[config.mk]
export PLATFORM = sky130hd
export DESIGN_NAME = uuid_v1_generator_flat
export DESIGN_NICKNAME = d
export VERILOG_FILES = /design/src/uv1_pkg.sv /design/src/uv1_req_if.sv /design/src/uv1_rsp_if.sv /design/src/uv1_apb_regs.sv /design/src/uv1_core.sv /design/src/uuid_v1_generator.sv /design/src/flat_wrapper.sv
export SDC_FILE = /design/constraint.sdc
export NUM_CORES = 1
export LEC_CHECK = 0
export BUFFER_PORTS_ARGS = -buffer_cell sky130_fd_sc_hd__buf_2
export CAP_MARGIN = 0
export CELL_PAD_IN_SITES_DETAIL_PLACEMENT = 1
export CELL_PAD_IN_SITES_GLOBAL_PLACEMENT = 1
export CORE_MARGIN = 1
export CORE_UTILIZATION = 40
export CTS_CLUSTER_DIAMETER = 120
export CTS_CLUSTER_SIZE = 25
export DETAILED_ROUTE_END_ITERATION = 6
export HOLD_SLACK_MARGIN = 0.1
export PLACE_DENSITY = 0.75
export REMOVE_ABC_BUFFERS = 1
export SYNTH_ARGS = -nofsm -noshare
export SYNTH_HDL_FRONTEND = slang
export SYNTH_SLANG_ARGS = --single-unit
[constraint.sdc]
create_clock -name clk -period 6.9 [get_ports clk]
set_input_delay 1.38 -clock clk [delete_from_list [all_inputs] [get_ports clk]]
set_output_delay 1.38 -clock clk [all_outputs]
set_load 0.01 [all_outputs]
[src/uv1_pkg.sv]
`timescale 1ns / 1ps
// ----------------------------------------------------------------------------
// uv1_pkg: shared types and constants for the version 1 uuid generator
// field widths, mode and status codes, register map, result packing
// ----------------------------------------------------------------------------
package uv1_pkg;

    localparam int STAMP_W = 60;
    localparam int SEQ_W   = 14;
    localparam int NODE_W  = 48;

    // apb register map: one 64-bit register at byte address 0
    localparam int APB_ADDR_W = 4;
    localparam int APB_DATA_W = 64;
    localparam logic REG_NODE_ID = 1'b0;

    // request modes
    localparam logic [1:0] MODE_GEN  = 2'd0;
    localparam logic [1:0] MODE_INIT = 2'd1;
    localparam logic [1:0] MODE_SET  = 2'd2;

    // result status codes
    localparam logic [1:0] STATUS_UUID    = 2'd0;
    localparam logic [1:0] STATUS_RETRY   = 2'd1;
    localparam logic [1:0] STATUS_APPLIED = 2'd2;

    localparam logic [3:0] UUID_VERSION = 4'h1;
    localparam logic [1:0] UUID_VARIANT = 2'b10;
    localparam logic [NODE_W-1:0] NODE_MCAST = 48'h0100_0000_0000;

    typedef struct packed {
        logic [1:0]         mode;
        logic [STAMP_W-1:0] time_reading;
        logic [SEQ_W-1:0]   seed;
    } uv1_item_t;

    typedef struct packed {
        logic [1:0]        status;
        logic [31:0]       stamp_low;
        logic [15:0]       stamp_mid;
        logic [15:0]       stamp_high_version;
        logic [7:0]        seq_high_variant;
        logic [7:0]        seq_low;
        logic [NODE_W-1:0] node_out;
    } uv1_result_t;

endpackage

[src/uv1_req_if.sv]
`timescale 1ns / 1ps
// ----------------------------------------------------------------------------
// uv1_req_if: request channel
// valid/ready handshake carrying mode, clock reading and seed
// ----------------------------------------------------------------------------
interface uv1_req_if;
    logic                        valid;
    logic                        ready;
    logic [1:0]                  mode;
    logic [uv1_pkg::STAMP_W-1:0] time_reading;
    logic [uv1_pkg::SEQ_W-1:0]   seed;

    modport source (output valid, output mode, output time_reading, output seed,
                    input ready);
    modport sink   (input valid, input mode, input time_reading, input seed,
                    output ready);
endinterface

[src/uv1_rsp_if.sv]
`timescale 1ns / 1ps
// ----------------------------------------------------------------------------
// uv1_rsp_if: result channel
// valid/ready handshake carrying status and the packed uuid fields
// ----------------------------------------------------------------------------
interface uv1_rsp_if;
    logic                       valid;
    logic                       ready;
    logic [1:0]                 status;
    logic [31:0]                stamp_low;
    logic [15:0]                stamp_mid;
    logic [15:0]                stamp_high_version;
    logic [7:0]                 seq_high_variant;
    logic [7:0]                 seq_low;
    logic [uv1_pkg::NODE_W-1:0] node_out;

    modport source (output valid, output status, output stamp_low, output stamp_mid,
                    output stamp_high_version, output seq_high_variant,
                    output seq_low, output node_out, input ready);
    modport sink   (input valid, input status, input stamp_low, input stamp_mid,
                    input stamp_high_version, input seq_high_variant,
                    input seq_low, input node_out, output ready);
endinterface

[src/uv1_apb_regs.sv]
`timescale 1ns / 1ps
// ----------------------------------------------------------------------------
// uv1_apb_regs: configuration register file
// apb slave holding the 48-bit node identifier
// ----------------------------------------------------------------------------
module uv1_apb_regs (
    input  logic                            clk,
    input  logic                            rst_n,
    input  logic                            psel,
    input  logic                            penable,
    input  logic                            pwrite,
    input  logic [uv1_pkg::APB_ADDR_W-1:0]  paddr,
    input  logic [uv1_pkg::APB_DATA_W-1:0]  pwdata,
    output logic [uv1_pkg::APB_DATA_W-1:0]  prdata,
    output logic                            pready,
    output logic [uv1_pkg::NODE_W-1:0]      node_id
);

    logic [uv1_pkg::NODE_W-1:0] node_id_reg;
    logic [uv1_pkg::NODE_W-1:0] node_id_next;
    logic                       wr_en;

    assign pready = 1'b1;
    assign wr_en  = psel && penable && pwrite && pready;

    // register select is the 8-byte word address
    always_comb
    begin
        node_id_next = node_id_reg;
        prdata       = '0;
        unique case (paddr[3])
            uv1_pkg::REG_NODE_ID:
            begin
                prdata = uv1_pkg::APB_DATA_W'(node_id_reg);
                if (wr_en)
                begin
                    node_id_next = pwdata[uv1_pkg::NODE_W-1:0];
                end
            end
            default:
            begin
                prdata = '0;
            end
        endcase
    end

    always_ff @(posedge clk or negedge rst_n)
    begin
        if (!rst_n)
        begin
            node_id_reg <= '0;
        end
        else
        begin
            node_id_reg <= node_id_next;
        end
    end

    assign node_id = node_id_reg;

endmodule

[src/uv1_core.sv]
`timescale 1ns / 1ps
// ----------------------------------------------------------------------------
// uv1_core: stamp and clock sequence engine
// holds the generator state and builds one result per enabled item
// ----------------------------------------------------------------------------
module uv1_core #(
    parameter int TICK_LIMIT = 1024
) (
    input  logic                        clk,
    input  logic                        rst_n,
    input  logic                        en,
    input  uv1_pkg::uv1_item_t          item,
    input  logic [uv1_pkg::NODE_W-1:0]  node_id,
    output uv1_pkg::uv1_result_t        result
);

    localparam int TICK_W = $clog2(TICK_LIMIT + 1);
    localparam logic [TICK_W-1:0] TICK_MAX = TICK_W'(TICK_LIMIT);

    logic [uv1_pkg::STAMP_W-1:0] last_reading_reg, last_reading_next;
    logic [TICK_W-1:0]           tick_count_reg, tick_count_next;
    logic [uv1_pkg::STAMP_W-1:0] saved_stamp_reg, saved_stamp_next;
    logic [uv1_pkg::SEQ_W-1:0]   seq_count_reg, seq_count_next;

    logic                        same_tick;
    logic                        exhausted;
    logic [TICK_W-1:0]           tick_bump;
    logic [uv1_pkg::STAMP_W-1:0] stamp;

    always_comb
    begin
        same_tick = (item.time_reading == last_reading_reg);
        exhausted = same_tick && (tick_count_reg == TICK_MAX);
        tick_bump = same_tick ? TICK_W'(tick_count_reg + 1'b1) : '0;
        // wraps modulo 2^60
        stamp     = item.time_reading + uv1_pkg::STAMP_W'(tick_bump);

        last_reading_next = last_reading_reg;
        tick_count_next   = tick_count_reg;
        saved_stamp_next  = saved_stamp_reg;
        seq_count_next    = seq_count_reg;

        result        = '0;
        result.status = uv1_pkg::STATUS_APPLIED;

        unique case (item.mode)
            uv1_pkg::MODE_GEN:
            begin
                if (exhausted)
                begin
                    result.status = uv1_pkg::STATUS_RETRY;
                end
                else
                begin
                    last_reading_next = item.time_reading;
                    tick_count_next   = tick_bump;
                    saved_stamp_next  = stamp;
                    // clock went backwards
                    if (stamp < saved_stamp_reg)
                    begin
                        seq_count_next = uv1_pkg::SEQ_W'(seq_count_reg + 1'b1);
                    end
                    result.status             = uv1_pkg::STATUS_UUID;
                    result.stamp_low          = stamp[31:0];
                    result.stamp_mid          = stamp[47:32];
                    result.stamp_high_version = {uv1_pkg::UUID_VERSION, stamp[59:48]};
                    result.seq_high_variant   = {uv1_pkg::UUID_VARIANT,
                                                 seq_count_next[13:8]};
                    result.seq_low            = seq_count_next[7:0];
                    result.node_out           = node_id | uv1_pkg::NODE_MCAST;
                end
            end
            uv1_pkg::MODE_INIT:
            begin
                if (exhausted)
                begin
                    result.status = uv1_pkg::STATUS_RETRY;
                end
                else
                begin
                    last_reading_next = item.time_reading;
                    tick_count_next   = tick_bump;
                    saved_stamp_next  = stamp;
                    seq_count_next    = item.seed;
                end
            end
            uv1_pkg::MODE_SET:
            begin
                saved_stamp_next = item.time_reading;
            end
            default:
            begin
                // undefined mode leaves the state alone
                result.status = uv1_pkg::STATUS_APPLIED;
            end
        endcase
    end

    always_ff @(posedge clk or negedge rst_n)
    begin
        if (!rst_n)
        begin
            last_reading_reg <= '0;
            tick_count_reg   <= TICK_MAX;
            saved_stamp_reg  <= '0;
            seq_count_reg    <= '0;
        end
        else if (en)
        begin
            last_reading_reg <= last_reading_next;
            tick_count_reg   <= tick_count_next;
            saved_stamp_reg  <= saved_stamp_next;
            seq_count_reg    <= seq_count_next;
        end
    end

endmodule

[src/uuid_v1_generator.sv]
`timescale 1ns / 1ps
// ----------------------------------------------------------------------------
// uuid_v1_generator: version 1 uuid generator
// turns 60-bit clock readings into time-based uuids with per-tick counter,
// clock sequence tracking and an apb node identifier register
// ----------------------------------------------------------------------------
// a request transfer lands in the input register, and its result passes to the output register before rsp offers it
// throughput: one request per cycle while rsp takes results; uv1_core updates its state as each item moves on
// an input register and an output register split the two channels, so a new
// request is taken while a finished result still waits on rsp
// reset: asynchronous, active low; clears the valid flags of both stages, the node register,
// stamps and clock sequence, and loads the tick counter with its limit
module uuid_v1_generator #(
    parameter int TICK_LIMIT = 1024
) (
    input  logic                            clk,
    input  logic                            rst_n,
    uv1_req_if.sink                         req,
    uv1_rsp_if.source                       rsp,
    input  logic                            psel,
    input  logic                            penable,
    input  logic                            pwrite,
    input  logic [uv1_pkg::APB_ADDR_W-1:0]  paddr,
    input  logic [uv1_pkg::APB_DATA_W-1:0]  pwdata,
    output logic [uv1_pkg::APB_DATA_W-1:0]  prdata,
    output logic                            pready
);

    logic [uv1_pkg::NODE_W-1:0] node_id;

    // input stage
    logic                 in_valid_reg, in_valid_next;
    uv1_pkg::uv1_item_t   in_item_reg;

    // output stage
    logic                 out_valid_reg, out_valid_next;
    uv1_pkg::uv1_result_t out_data_reg;

    uv1_pkg::uv1_result_t core_result;
    logic                 req_xfer;
    logic                 advance;

    // configuration register
    uv1_apb_regs u_regs (
        .clk     (clk),
        .rst_n   (rst_n),
        .psel    (psel),
        .penable (penable),
        .pwrite  (pwrite),
        .paddr   (paddr),
        .pwdata  (pwdata),
        .prdata  (prdata),
        .pready  (pready),
        .node_id (node_id)
    );

    // item moves from the input register into the output register when
    // the output register is empty or its result is being taken
    assign advance   = in_valid_reg && (!out_valid_reg || rsp.ready);
    assign req.ready = !in_valid_reg || advance;
    assign req_xfer  = req.valid && req.ready;

    // state is updated in the same cycle the item moves on
    uv1_core #(
        .TICK_LIMIT (TICK_LIMIT)
    ) u_core (
        .clk     (clk),
        .rst_n   (rst_n),
        .en      (advance),
        .item    (in_item_reg),
        .node_id (node_id),
        .result  (core_result)
    );

    always_comb
    begin
        in_valid_next = in_valid_reg;
        if (req_xfer)
        begin
            in_valid_next = 1'b1;
        end
        else if (advance)
        begin
            in_valid_next = 1'b0;
        end

        out_valid_next = out_valid_reg;
        if (advance)
        begin
            out_valid_next = 1'b1;
        end
        else if (rsp.ready)
        begin
            out_valid_next = 1'b0;
        end
    end

    always_ff @(posedge clk or negedge rst_n)
    begin
        if (!rst_n)
        begin
            in_valid_reg  <= 1'b0;
            out_valid_reg <= 1'b0;
        end
        else
        begin
            in_valid_reg  <= in_valid_next;
            out_valid_reg <= out_valid_next;
        end
    end

    // payload registers, no reset
    always_ff @(posedge clk)
    begin
        if (req_xfer)
        begin
            in_item_reg.mode         <= req.mode;
            in_item_reg.time_reading <= req.time_reading;
            in_item_reg.seed         <= req.seed;
        end
        if (advance)
        begin
            out_data_reg <= core_result;
        end
    end

    assign rsp.valid              = out_valid_reg;
    assign rsp.status             = out_data_reg.status;
    assign rsp.stamp_low          = out_data_reg.stamp_low;
    assign rsp.stamp_mid          = out_data_reg.stamp_mid;
    assign rsp.stamp_high_version = out_data_reg.stamp_high_version;
    assign rsp.seq_high_variant   = out_data_reg.seq_high_variant;
    assign rsp.seq_low            = out_data_reg.seq_low;
    assign rsp.node_out           = out_data_reg.node_out;

    // a request transfer always lands in the input register
    a_req_lands: assert property (@(posedge clk) disable iff (!rst_n)
        req_xfer |=> in_valid_reg)
        else $error("request transfer lost before input register");

    // a waiting item must move on whenever the output side frees up
    a_no_idle_stall: assert property (@(posedge clk) disable iff (!rst_n)
        (in_valid_reg && !out_valid_reg) |=> out_valid_reg)
        else $error("input register held while output register empty");

    // non-uuid answers carry only a status
    a_non_uuid_zero: assert property (@(posedge clk) disable iff (!rst_n)
        (rsp.valid && rsp.status != uv1_pkg::STATUS_UUID) |->
            (rsp.stamp_low == '0 && rsp.stamp_mid == '0 && rsp.node_out == '0
             && rsp.seq_low == '0 && rsp.seq_high_variant == '0))
        else $error("non-uuid result carries payload");

    // uuid answers carry version, variant and multicast marks
    a_uuid_marks: assert property (@(posedge clk) disable iff (!rst_n)
        (rsp.valid && rsp.status == uv1_pkg::STATUS_UUID) |->
            (rsp.stamp_high_version[15:12] == uv1_pkg::UUID_VERSION
             && rsp.seq_high_variant[7:6] == uv1_pkg::UUID_VARIANT
             && rsp.node_out[40]))
        else $error("uuid result missing version, variant or multicast bit");

endmodule

[src/flat_wrapper.sv]
// flat-port wrapper written by rule: the top's interface ports become plain ports
module uuid_v1_generator_flat 
#(
    parameter int TICK_LIMIT = 1024
)
  (clk, rst_n, psel, penable, pwrite, paddr, pwdata, prdata, pready, req_valid, req_mode, req_time_reading, req_seed, req_ready, rsp_valid, rsp_status, rsp_stamp_low, rsp_stamp_mid, rsp_stamp_high_version, rsp_seq_high_variant, rsp_seq_low, rsp_node_out, rsp_ready);
  uv1_req_if req_i ();
  uv1_rsp_if rsp_i ();
  input  logic clk;
  input  logic rst_n;
  input  logic psel;
  input  logic penable;
  input  logic pwrite;
  input  logic [uv1_pkg::APB_ADDR_W-1:0] paddr;
  input  logic [uv1_pkg::APB_DATA_W-1:0] pwdata;
  output logic [uv1_pkg::APB_DATA_W-1:0] prdata;
  output logic pready;
  input wire logic [$bits(req_i.valid)-1:0] req_valid;
  input wire logic [$bits(req_i.mode)-1:0] req_mode;
  input wire logic [$bits(req_i.time_reading)-1:0] req_time_reading;
  input wire logic [$bits(req_i.seed)-1:0] req_seed;
  output wire logic [$bits(req_i.ready)-1:0] req_ready;
  output wire logic [$bits(rsp_i.valid)-1:0] rsp_valid;
  output wire logic [$bits(rsp_i.status)-1:0] rsp_status;
  output wire logic [$bits(rsp_i.stamp_low)-1:0] rsp_stamp_low;
  output wire logic [$bits(rsp_i.stamp_mid)-1:0] rsp_stamp_mid;
  output wire logic [$bits(rsp_i.stamp_high_version)-1:0] rsp_stamp_high_version;
  output wire logic [$bits(rsp_i.seq_high_variant)-1:0] rsp_seq_high_variant;
  output wire logic [$bits(rsp_i.seq_low)-1:0] rsp_seq_low;
  output wire logic [$bits(rsp_i.node_out)-1:0] rsp_node_out;
  input wire logic [$bits(rsp_i.ready)-1:0] rsp_ready;
  assign req_i.valid = req_valid;
  assign req_i.mode = req_mode;
  assign req_i.time_reading = req_time_reading;
  assign req_i.seed = req_seed;
  assign req_ready = req_i.ready;
  assign rsp_valid = rsp_i.valid;
  assign rsp_status = rsp_i.status;
  assign rsp_stamp_low = rsp_i.stamp_low;
  assign rsp_stamp_mid = rsp_i.stamp_mid;
  assign rsp_stamp_high_version = rsp_i.stamp_high_version;
  assign rsp_seq_high_variant = rsp_i.seq_high_variant;
  assign rsp_seq_low = rsp_i.seq_low;
  assign rsp_node_out = rsp_i.node_out;
  assign rsp_i.ready = rsp_ready;
  uuid_v1_generator #(.TICK_LIMIT(TICK_LIMIT)) u_core (.clk(clk), .rst_n(rst_n), .req(req_i), .rsp(rsp_i), .psel(psel), .penable(penable), .pwrite(pwrite), .paddr(paddr), .pwdata(pwdata), .prdata(prdata), .pready(pready));
endmodule
==> flow_summary.json, run 1 <==
{
  "drv_cap": 0,
  "yosysSeqAreaShare_pct": 53.31,
  "overflow": 0,
  "synthMuxAreaShare_pct": 3.449,
  "p_per_area_nw_per_um2": 236.0,
  "netlist_instances": 1915,
  "dpl.hpwl_um": 44780,
  "use_met1_pct": 30.97,
  "cts_buffers": 19,
  "hold_path.class": "reg -> reg",
  "grt_pass1_wl_um": 94930,
  "clock-sinks": 395,
  "placed_cells": 2940,
  "yosysWarnings": 0,
  "fin_cells": 2986,
  "clk-insertion-delay-late_ps": 570,
  "synth_area_leaders": "edfxtp_1 29%, dfrtp_1 24%, xor2_1 5.7%",
  "synth_largest_area_cell": "edfxtp_1",
  "die_w_um": 228.0,
  "groute.layer.met2.usage_pct": 40.56,
  "yosys.area_share.xor_xnor_pct": 7.462,
  "p_switching_mw": 1.796,
  "worstMarginPinSlew_ps": 1116,
  "ys_top_cells_by_count": "270 x nand2_1, 200 x edfxtp_1, 194 x dfrtp_1, 132 x xor2_1, 104 x nor2_1",
  "leakagePower_nw": 11.15,
  "cts_tree": "done",
  "worst_slack_ps": 231.9,
  "synth_fa_ha_area_share_pct": 4.571,
  "synth-seq-cells": 395,
  "grt.busiest_layer": "met2",
  "p_int_mw": 3.944,
  "ir_drop_v": 0.0001753,
  "drt_iter0_markers": 861,
  "final-hold-violation-count": 0,
  "max_stage_delay_ps": 550,
  "dr.pass1.iters": 5,
  "crit_required_ps": 7340,
  "worstSetupPathType": "reg -> reg",
  "status": "finished, final reports clean",
  "drc": 0,
  "antenna_cells": 0,
  "startpoint_type": "flip-flop",
  "cp_common_cell": "buf_4",
  "rows": 82,
  "clkTransAtPathRegs_ps": 110,
  "hold_start": "u_core.u_core.saved_stamp_reg[10]",
  "pre_cts_ws_ps": -193.6,
  "finalSetupTns_ps": 0,
  "synth_most_common_cell": "nand2_1",
  "synth_area_sq_um": 20420,
  "initial_core_util_pct": 40.62,
  "ant_nets": 0,
  "dieArea_sq_um": 51960,
  "async_reset_ff_share_pct": 49.37,
  "grt_max_degree": 106,
  "drive_gt1_share_pct": 27.74,
  "crit_arrival_ps": 7100,
  "power_frac_clock_pct": 22.8,
  "wl_um": 61250,
  "crit_path_top_delay_cell": "a2111o_2",
  "grt_pass1_vias": 16190,
  "fill_cells": 5624,
  "track_usage_pct": 23.23,
  "vias": 15590,
  "place_congestion": 0.8676,
  "fmax_mhz": 150.0,
  "largest_reg_flops": 76,
  "synthToLayoutAreaGrowth_pct": 19.08,
  "antenna_found_initial": 2,
  "design.core.area_sq_um": 50270,
  "wire_per_inst_um": 20.51,
  "reg2reg_from": "u_core.in_item_reg[28]",
  "period_share_pct": 96.64,
  "io_pins": 348,
  "holdWs_ps": 498.8,
  "fp.dieH_um": 228.0,
  "io_buffer_count": 307,
  "synth.distinct_cells": 80,
  "synth-simple-area-share_pct": 19.15,
  "cts-root-buf": "clkbuf_16",
  "clock_path_buffers": 3,
  "endpoint_kind": "flip-flop",
  "avgSynthCellArea_sq_um": 10.66,
  "synth_edf_count": 200,
  "final_nets": 2527,
  "synth_top_cell_area_share_pct": 29.41,
  "vias_per_cell": 5.222,
  "grt_use_met3_pct": 2.275,
  "seqPwrFrac_pct": 53.2,
  "synth_top_family_by_area": "simple AND/OR/NAND/NOR gates",
  "share_comb_of_total_power_pct": 24.0,
  "maxSlewViolCount": 0,
  "finClkSkew_ps": 30.90,
  "min_period_ps": 6668,
  "htreeDepth": 1,
  "maxSlewHeadroom_pct": 25.60,
  "startpoint": "u_core.in_item_reg[28]",
  "p_sw_share_pct": 31.28,
  "finalSetupViolCount": 0,
  "synth_compound_area_share_pct": 6.084,
  "synthFlopType": "edfxtp_1",
  "crit_fanout": 5
}
[final timing paths]
check	cells after the start	slack (ps)	to
max in group asynchronous	2	4640	u_core.u_regs.node_id[40]
worst max-delay path	29	230	u_core.u_core.seq_count_reg[2]
worst max register to register	29	230	u_core.u_core.seq_count_reg[2]
worst min-delay path	1	500	u_core.u_core.saved_stamp_reg[10]
worst min register to register	1	500	u_core.u_core.saved_stamp_reg[10]
min in group asynchronous	1	820	u_core.u_core.saved_stamp_reg[31]
[worst max-delay path: cells and delay by family, from the launching register on]
kind	cells	cell delay (ps)
DFF	1	490
and+or+nand+nor	9	1650
buffers and inverters	8	1130
AOI/OAI and AO/OA	7	2070
adders and majority gates	3	840
xor gates and xnor gates	2	360
[cells in the final DEF, fill, tap and decap left out, types with 11 or more instances in the layout]
cell       Yosys  layout
nand3_1       70      70
inv_1         86      85
buf_2         56     306
nor3_1        25      22
conb_1         2      21
and3_1        74      74
a21oi_1       84      83
and2_1        57      55
mux2_2        59      59
xnor2_1       42      41
ha_1          73      72
o21ai_0       29      25
or4_1         13      13
clkbuf_16      0      19
nor4_1        27      13
and4_1        11      11
nor4_2         0      11
o211ai_1      11      11
nand4_1       23      23
clkbuf_1      39      12
nor2_1       104     103
a21o_1        11      11
xor2_1       132     128
edfxtp_1     200     200
buf_4         39     186
dfrtp_1      194     194
nor2b_1       59      57
nand2_1      270     269
[through the flow]
step | utilization, % | instance area (sq um) | power (mW)
after global routing | 48.37 | 24320 | 6.027
after CTS | 47.68 | 23970 | 5.745
after detailed placement | 46.52 | 23380 | 4.419
after floorplan | - | 19610 | 3.813
after global placement | 46.52 | 23380 | 4.332
final | 48.37 | 24320 | 5.739
[routing by layer]
layer,vias to the layer above,share of wire (%)
met1,7846,45
met3,80,3.5
li1,7279,-
met5,-,0.026
met2,385,49
met4,2,3.0
[timing repair]
action,CTS,global route
hold buffers,0,0
gates resized for setup,9,46
endpoints found under the setup margin,22,28
pin swaps,2,22
setup buffers,0,13
[power groups by stage]
stage / Sequential, mW / Combinational (mW) / Clock, mW
floorplan: 3.09 / 0.720 / 0
global placement: 3.08 / 1.26 / 0
detailed placement: 3.10 / 1.32 / 0
CTS: 3.05 / 1.34 / 1.36
global route: 3.09 / 1.52 / 1.41
finish: 3.05 / 1.38 / 1.31
[layout make-up]
type	count	area [sq um]	share of cell area, %
clock inverters	1	5.005	0.02058
well taps	672	840.8	3.458
inverters	87	331.6	1.363
multi-input cells	1301	8705	35.79
repair buffers	498	3015	12.40
flip-flops and latches	395	10890	44.77
clock buffers	32	534.3	2.197
[logic make-up after synthesis]
group | count (synthesis)
simple gates | 774
mux | 63
other cells | 2
compound gates | 195
flops | 395
buf+inv | 238
xor+xnor | 174
fa+ha+maj | 74
No activity file was read; power rests on OpenSTA's default activity.
==> run 2: changes to the inputs <==
--- a/config.mk
+++ b/config.mk
@@ -10,12 +10,12 @@
 export CELL_PAD_IN_SITES_DETAIL_PLACEMENT = 1
 export CELL_PAD_IN_SITES_GLOBAL_PLACEMENT = 1
 export CORE_MARGIN = 1
-export CORE_UTILIZATION = 40
+export CORE_UTILIZATION = 45
 export CTS_CLUSTER_DIAMETER = 120
 export CTS_CLUSTER_SIZE = 25
 export DETAILED_ROUTE_END_ITERATION = 6
 export HOLD_SLACK_MARGIN = 0.1
-export PLACE_DENSITY = 0.75
+export PLACE_DENSITY = 0.82
 export REMOVE_ABC_BUFFERS = 1
 export SYNTH_ARGS = -nofsm -noshare
 export SYNTH_HDL_FRONTEND = slang
==> flow_summary.json, run 2 (synthesis gave the netlist of run 1 again) <==
{
  "grt_max_degree": 96,
  "startpoint": "u_core.in_item_reg[15]",
  "finClkSkew_ps": 29.52,
  "dieArea_sq_um": 46240,
  "worstSetupPathType": "reg -> reg",
  "final_nets": 2500,
  "status": "finished, final reports clean",
  "hold_path.class": "reg -> reg",
  "ir_drop_v": 0.0001957,
  "drv_cap": 0,
  "drive_gt1_share_pct": 26.37,
  "io_buffer_count": 307,
  "dpl.hpwl_um": 44640,
  "wire_per_inst_um": 21.36,
  "drc": 0,
  "endpoint_kind": "flip-flop",
  "vias": 15750,
  "crit_required_ps": 7340,
  "min_period_ps": 6733,
  "dr.pass1.iters": 5,
  "die_w_um": 215.0,
  "reg2regPathDepth": 29,
  "final-hold-violation-count": 0,
  "startpoint_type": "flip-flop",
  "period_share_pct": 97.58,
  "fp.dieH_um": 215.0,
  "rows": 77,
  "overflow": 0,
  "ant_nets": 0,
  "worstMarginPinSlew_ps": 1214,
  "track_usage_pct": 26.21,
  "cts-root-buf": "clkbuf_16",
  "reg2reg_from": "u_core.in_item_reg[15]",
  "fin_cells": 2884,
  "cts_buffers": 19,
  "finalSetupTns_ps": 0,
  "clock_path_buffers": 3,
  "max_stage_delay_ps": 540,
  "synthToLayoutAreaGrowth_pct": 16.93,
  "maxSlewHeadroom_pct": 19.09,
  "crit_path_top_delay_cell": "or4_1",
  "layout_common_cells": "307 x buf_2, 270 x nand2_1, 200 x edfxtp_1",
  "fmax_mhz": 148.5,
  "largest_reg_flops": 76,
  "wl_um": 61590,
  "ff2ff_setup_slack_ps": 170,
  "io_pins": 348,
  "ctsHoldBuffers": 0,
  "clk-insertion-delay-late_ps": 560,
  "cp_common_cell": "buf_4",
  "final_common_cell": "buf_2",
  "maxSlewViolCount": 0,
  "vias_per_cell": 5.462,
  "crit_fanout": 11,
  "total_power_mw": 5.713,
  "cts_tree": "done",
  "pre_cts_ws_ps": -251.6,
  "multi_input_area_sq_um": 8591,
  "placed_cells": 2835,
  "clkTransAtPathRegs_ps": 110,
  "grt_pass1_vias": 16660,
  "leakagePower_nw": 10.98,
  "post-route-util_pct": 53.65,
  "antenna_found_initial": 6,
  "crit_arrival_ps": 7170,
  "initial_core_util_pct": 45.88,
  "finalSetupViolCount": 0,
  "htreeDepth": 1,
  "design.core.area_sq_um": 44510,
  "clock-sinks": 395,
  "place_congestion": 0.8781,
  "worst_slack_ps": 167.2,
  "fill_cells": 4989,
  "cp-endpoint": "u_core.u_core.seq_count_reg[6]",
  "p_per_area_nw_per_um2": 239.2,
  "r2r-end": "u_core.u_core.seq_count_reg[6]",
  "regArea_sq_um": 10890,
  "grt_pass1_wl_um": 94850,
  "drt_iter0_markers": 1177
}
run 2: critical path: cells and delay by family (launching register included):
kind	cells	cell delay, ps
compound gates	10	1790
xor+xnor	2	570
fa+ha+maj	3	850
buf+inv	6	940
flops	1	420
simple gates	8	2040
run 2: timing repair:
action / in CTS / in global routing
pin swaps: 7 / 14
gates resized for setup: 13 / 24
setup buffers: 5 / 5
gates cloned: 0 / 1
endpoints found under the setup margin: 16 / 28
run 2: stage by stage:
step	area, sq um	hold slack, ps
after global placement	23080	472.6
final	23880	505.9
after detailed placement	23080	483.1
after global routing	23880	519.4
after CTS	23720	509.0
after floorplan	19610	457.2
run 2: area by class of cell:
cell class / instances / area share, %
repair buffers: 471 / 11.68
inverters: 87 / 1.378
clock buffers: 32 / 2.195
well taps: 592 / 3.102
flip-flops and latches: 395 / 45.59
multi-input cells: 1301 / 35.97
clock inverters: 1 / 0.02620
diodes: 5 / 0.05239
run 2: how the worst min path moves through the flow:
| stage | endpoint | start | depth (start not counted) |
|---|---|---|---|
| after floorplan | u_core.rsp.valid | u_core.in_valid_reg | 1 |
| after global placement | u_core.u_core.saved_stamp_reg[10] | u_core.u_core.saved_stamp_reg[10] | 1 |
| after detailed placement | u_core.u_core.last_reading_reg[46] | u_core.u_core.last_reading_reg[46] | 2 |
| after CTS | u_core.u_core.last_reading_reg[46] | u_core.u_core.last_reading_reg[46] | 2 |
| after global routing | u_core.u_core.saved_stamp_reg[10] | u_core.u_core.saved_stamp_reg[10] | 1 |
| final | u_core.u_core.saved_stamp_reg[10] | u_core.u_core.saved_stamp_reg[10] | 1 |
run 2: power by group:
| group | leakage (nW) | internal (mW) | switching [mW] |
|---|---|---|---|
| Combinational | 6.44 | 0.568 | 0.786 |
| Clock | 0.254 | 0.529 | 0.764 |
| Sequential | 4.29 | 2.83 | 0.236 |
run 2: layer usage:
layer,wire length (um),GRT usage [%]
met5,0,0
met4,2186,9.433
met3,2983,3.510
met2,31080,46.24
met1,25340,32.80
==> run 3: changes to the inputs <==
--- a/config.mk
+++ b/config.mk
@@ -16,6 +16,7 @@
 export DETAILED_ROUTE_END_ITERATION = 6
 export HOLD_SLACK_MARGIN = 0.1
 export PLACE_DENSITY = 0.82
+export RECOVER_POWER = 50
 export REMOVE_ABC_BUFFERS = 1
 export SYNTH_ARGS = -nofsm -noshare
 export SYNTH_HDL_FRONTEND = slang
==> flow_summary.json, run 3 (synthesis gave the netlist of run 1 again) <==
{
  "status": "complete, but fails checks",
  "violations": "capacitance limit, slew limit",
  "design.core.area_sq_um": 44510,
  "clkTransAtPathRegs_ps": 100,
  "min_period_ps": 6714,
  "startpoint_type": "flip-flop",
  "maxSlewHeadroom_pct": -231.6,
  "p_per_area_nw_per_um2": 240.8,
  "endpoint_kind": "flip-flop",
  "maxSlewViolCount": 246,
  "drv_cap": 3,
  "vias": 15760,
  "worst_slack_ps": 185.8,
  "dpl.hpwl_um": 44640,
  "clock-sinks": 395,
  "overflow": 0,
  "fp.dieH_um": 215.0,
  "finalSetupViolCount": 0,
  "final_nets": 2500,
  "cts_buffers": 19,
  "drc": 0,
  "fmax_mhz": 148.9,
  "antenna_found_initial": 6,
  "ir_drop_v": 0.0001965,
  "rows": 77,
  "io_pins": 348,
  "layout_common_cells": "270 x nand2_1, 200 x edfxtp_1, 194 x dfrtp_1",
  "die_w_um": 215.0,
  "final-hold-violation-count": 0,
  "place_congestion": 0.8781,
  "leakagePower_nw": 10.52,
  "ant_nets": 0,
  "multi_input_area_sq_um": 8589,
  "cts_tree": "done",
  "pre_cts_ws_ps": -251.6,
  "clk-insertion-delay-late_ps": 560,
  "largest_reg_flops": 76,
  "clock_path_buffers": 3,
  "grt_pass1_vias": 16660,
  "vias_per_cell": 5.466,
  "dr.pass1.iters": 5,
  "hold_path.class": "reg -> reg",
  "worstMarginPinSlew_ps": 4975,
  "drive_gt1_share_pct": 19.81,
  "fill_cells": 5043,
  "worstSetupPathType": "reg -> reg",
  "placed_cells": 2835,
  "final_common_cell": "nand2_1",
  "dieArea_sq_um": 46240,
  "crit_arrival_ps": 7160,
  "total_power_mw": 5.703,
  "wire_per_inst_um": 21.40,
  "finClkSkew_ps": 28.98,
  "grt_max_degree": 96,
  "grt_pass1_wl_um": 94850,
  "track_usage_pct": 26.21,
  "crit_required_ps": 7340,
  "io_buffer_count": 307,
  "synthToLayoutAreaGrowth_pct": 15.98,
  "cts-root-buf": "clkbuf_16",
  "regArea_sq_um": 10890,
  "htreeDepth": 1,
  "fin_cells": 2884,
  "drt_iter0_markers": 1171,
  "crit_fanout": 14,
  "initial_core_util_pct": 45.88,
  "period_share_pct": 97.31,
  "wl_um": 61720
}
[run 3: changes by cell type in the layout (fill, tap and decap cells not counted), sizes merged]
cell | before | now
buf | 470 | 320
clkbuf | 33 | 182
clkdlybuf4s25 | 0 | 1
clkinvlp | 0 | 1
inv | 88 | 87
[run 3: metal layers]
metal  wire [um]  share of wire [%]  vias to the layer above  GRT usage [%]
li1            -                  -                     7233              -
met1       25470                 41                     7962          32.80
met2       31050                 50                      457          46.24
met3        2989                4.8                      111          3.510
met4        2207                3.6                        0          9.433
met5           0                  0                        -              0
[run 3: power by group]
| part | internal, mW | switching [mW] | leakage, nW |
|---|---|---|---|
| Sequential | 2.84 | 0.238 | 4.29 |
| Combinational | 0.549 | 0.786 | 5.97 |
| Clock | 0.528 | 0.764 | 0.254 |
| Total | 3.92 | 1.79 | 10.5 |
[run 3: area by class of cell]
type                       instances  share of cell area, %
clock buffer                      32                  2.213
inverter                          87                  1.384
multi-input combinational       1301                  36.27
tap                              592                  3.127
antenna                            5                0.05283
clock inverter                     1                0.02641
timing repair buffer             471                  10.97
sequential                       395                  45.96
[run 3: worst paths after layout]
| kind | start | slack (ps) | to | depth (start not counted) |
|---|---|---|---|---|
| setup / recovery | u_core.in_item_reg[15] | 190 | u_core.u_core.seq_count_reg[11] | 27 |
| hold / removal | u_core.u_core.saved_stamp_reg[10] | 510 | u_core.u_core.saved_stamp_reg[10] | 1 |
| setup reg to reg | u_core.in_item_reg[15] | 190 | u_core.u_core.seq_count_reg[11] | 27 |
| hold reg to reg | u_core.u_core.saved_stamp_reg[10] | 510 | u_core.u_core.saved_stamp_reg[10] | 1 |
| max in group asynchronous | rst_n | 1060 | u_core.u_regs.node_id[41] | 2 |
| min in group asynchronous | rst_n | 2770 | u_core.u_core.last_reading_reg[59] | 1 |
[run 3: stage by stage]
step | util (%) | instance area, sq um | hold WS [ps] | TNS [ps]
floorplan | - | 19610 | 457.2 | 0
global placement | 51.85 | 23080 | 472.6 | 0
detailed placement | 51.85 | 23080 | 483.1 | -950.1
CTS | 53.29 | 23720 | 509.0 | 0
global route | 53.21 | 23680 | 519.4 | -162.2
finish | 53.21 | 23690 | 505.2 | 0
[run 3: critical path: stages (launching register included)]
cell      delay, ps
edfxtp_1        420
xor2_1          250
nor4_2          370
nand4_1         240
nor4_4          350
buf_4           190
and2_4          160
ha_1            160
inv_1            60
fa_2            370
nor2b_2         160
o21ai_2          80
a21oi_2         220
o311ai_4        140
a211o_4         430
nor3_1          230
xor2_1          320
ha_1            300
nand4_1         100
inv_1           100
a221oi_4        330
o22ai_2         140
buf_4           200
nor4_4          300
o21ai_2         110
buf_12          160
or4_1           470
and3_1          210
[run 3: timing repair]
action                     CTS  global route
hold endpoints to repair     0             0
resized for setup           13            24
pin swaps                    7            14
setup buffers                5             5
setup endpoints to repair   16            28
gates cloned                 0             1
hold buffers                 0             0
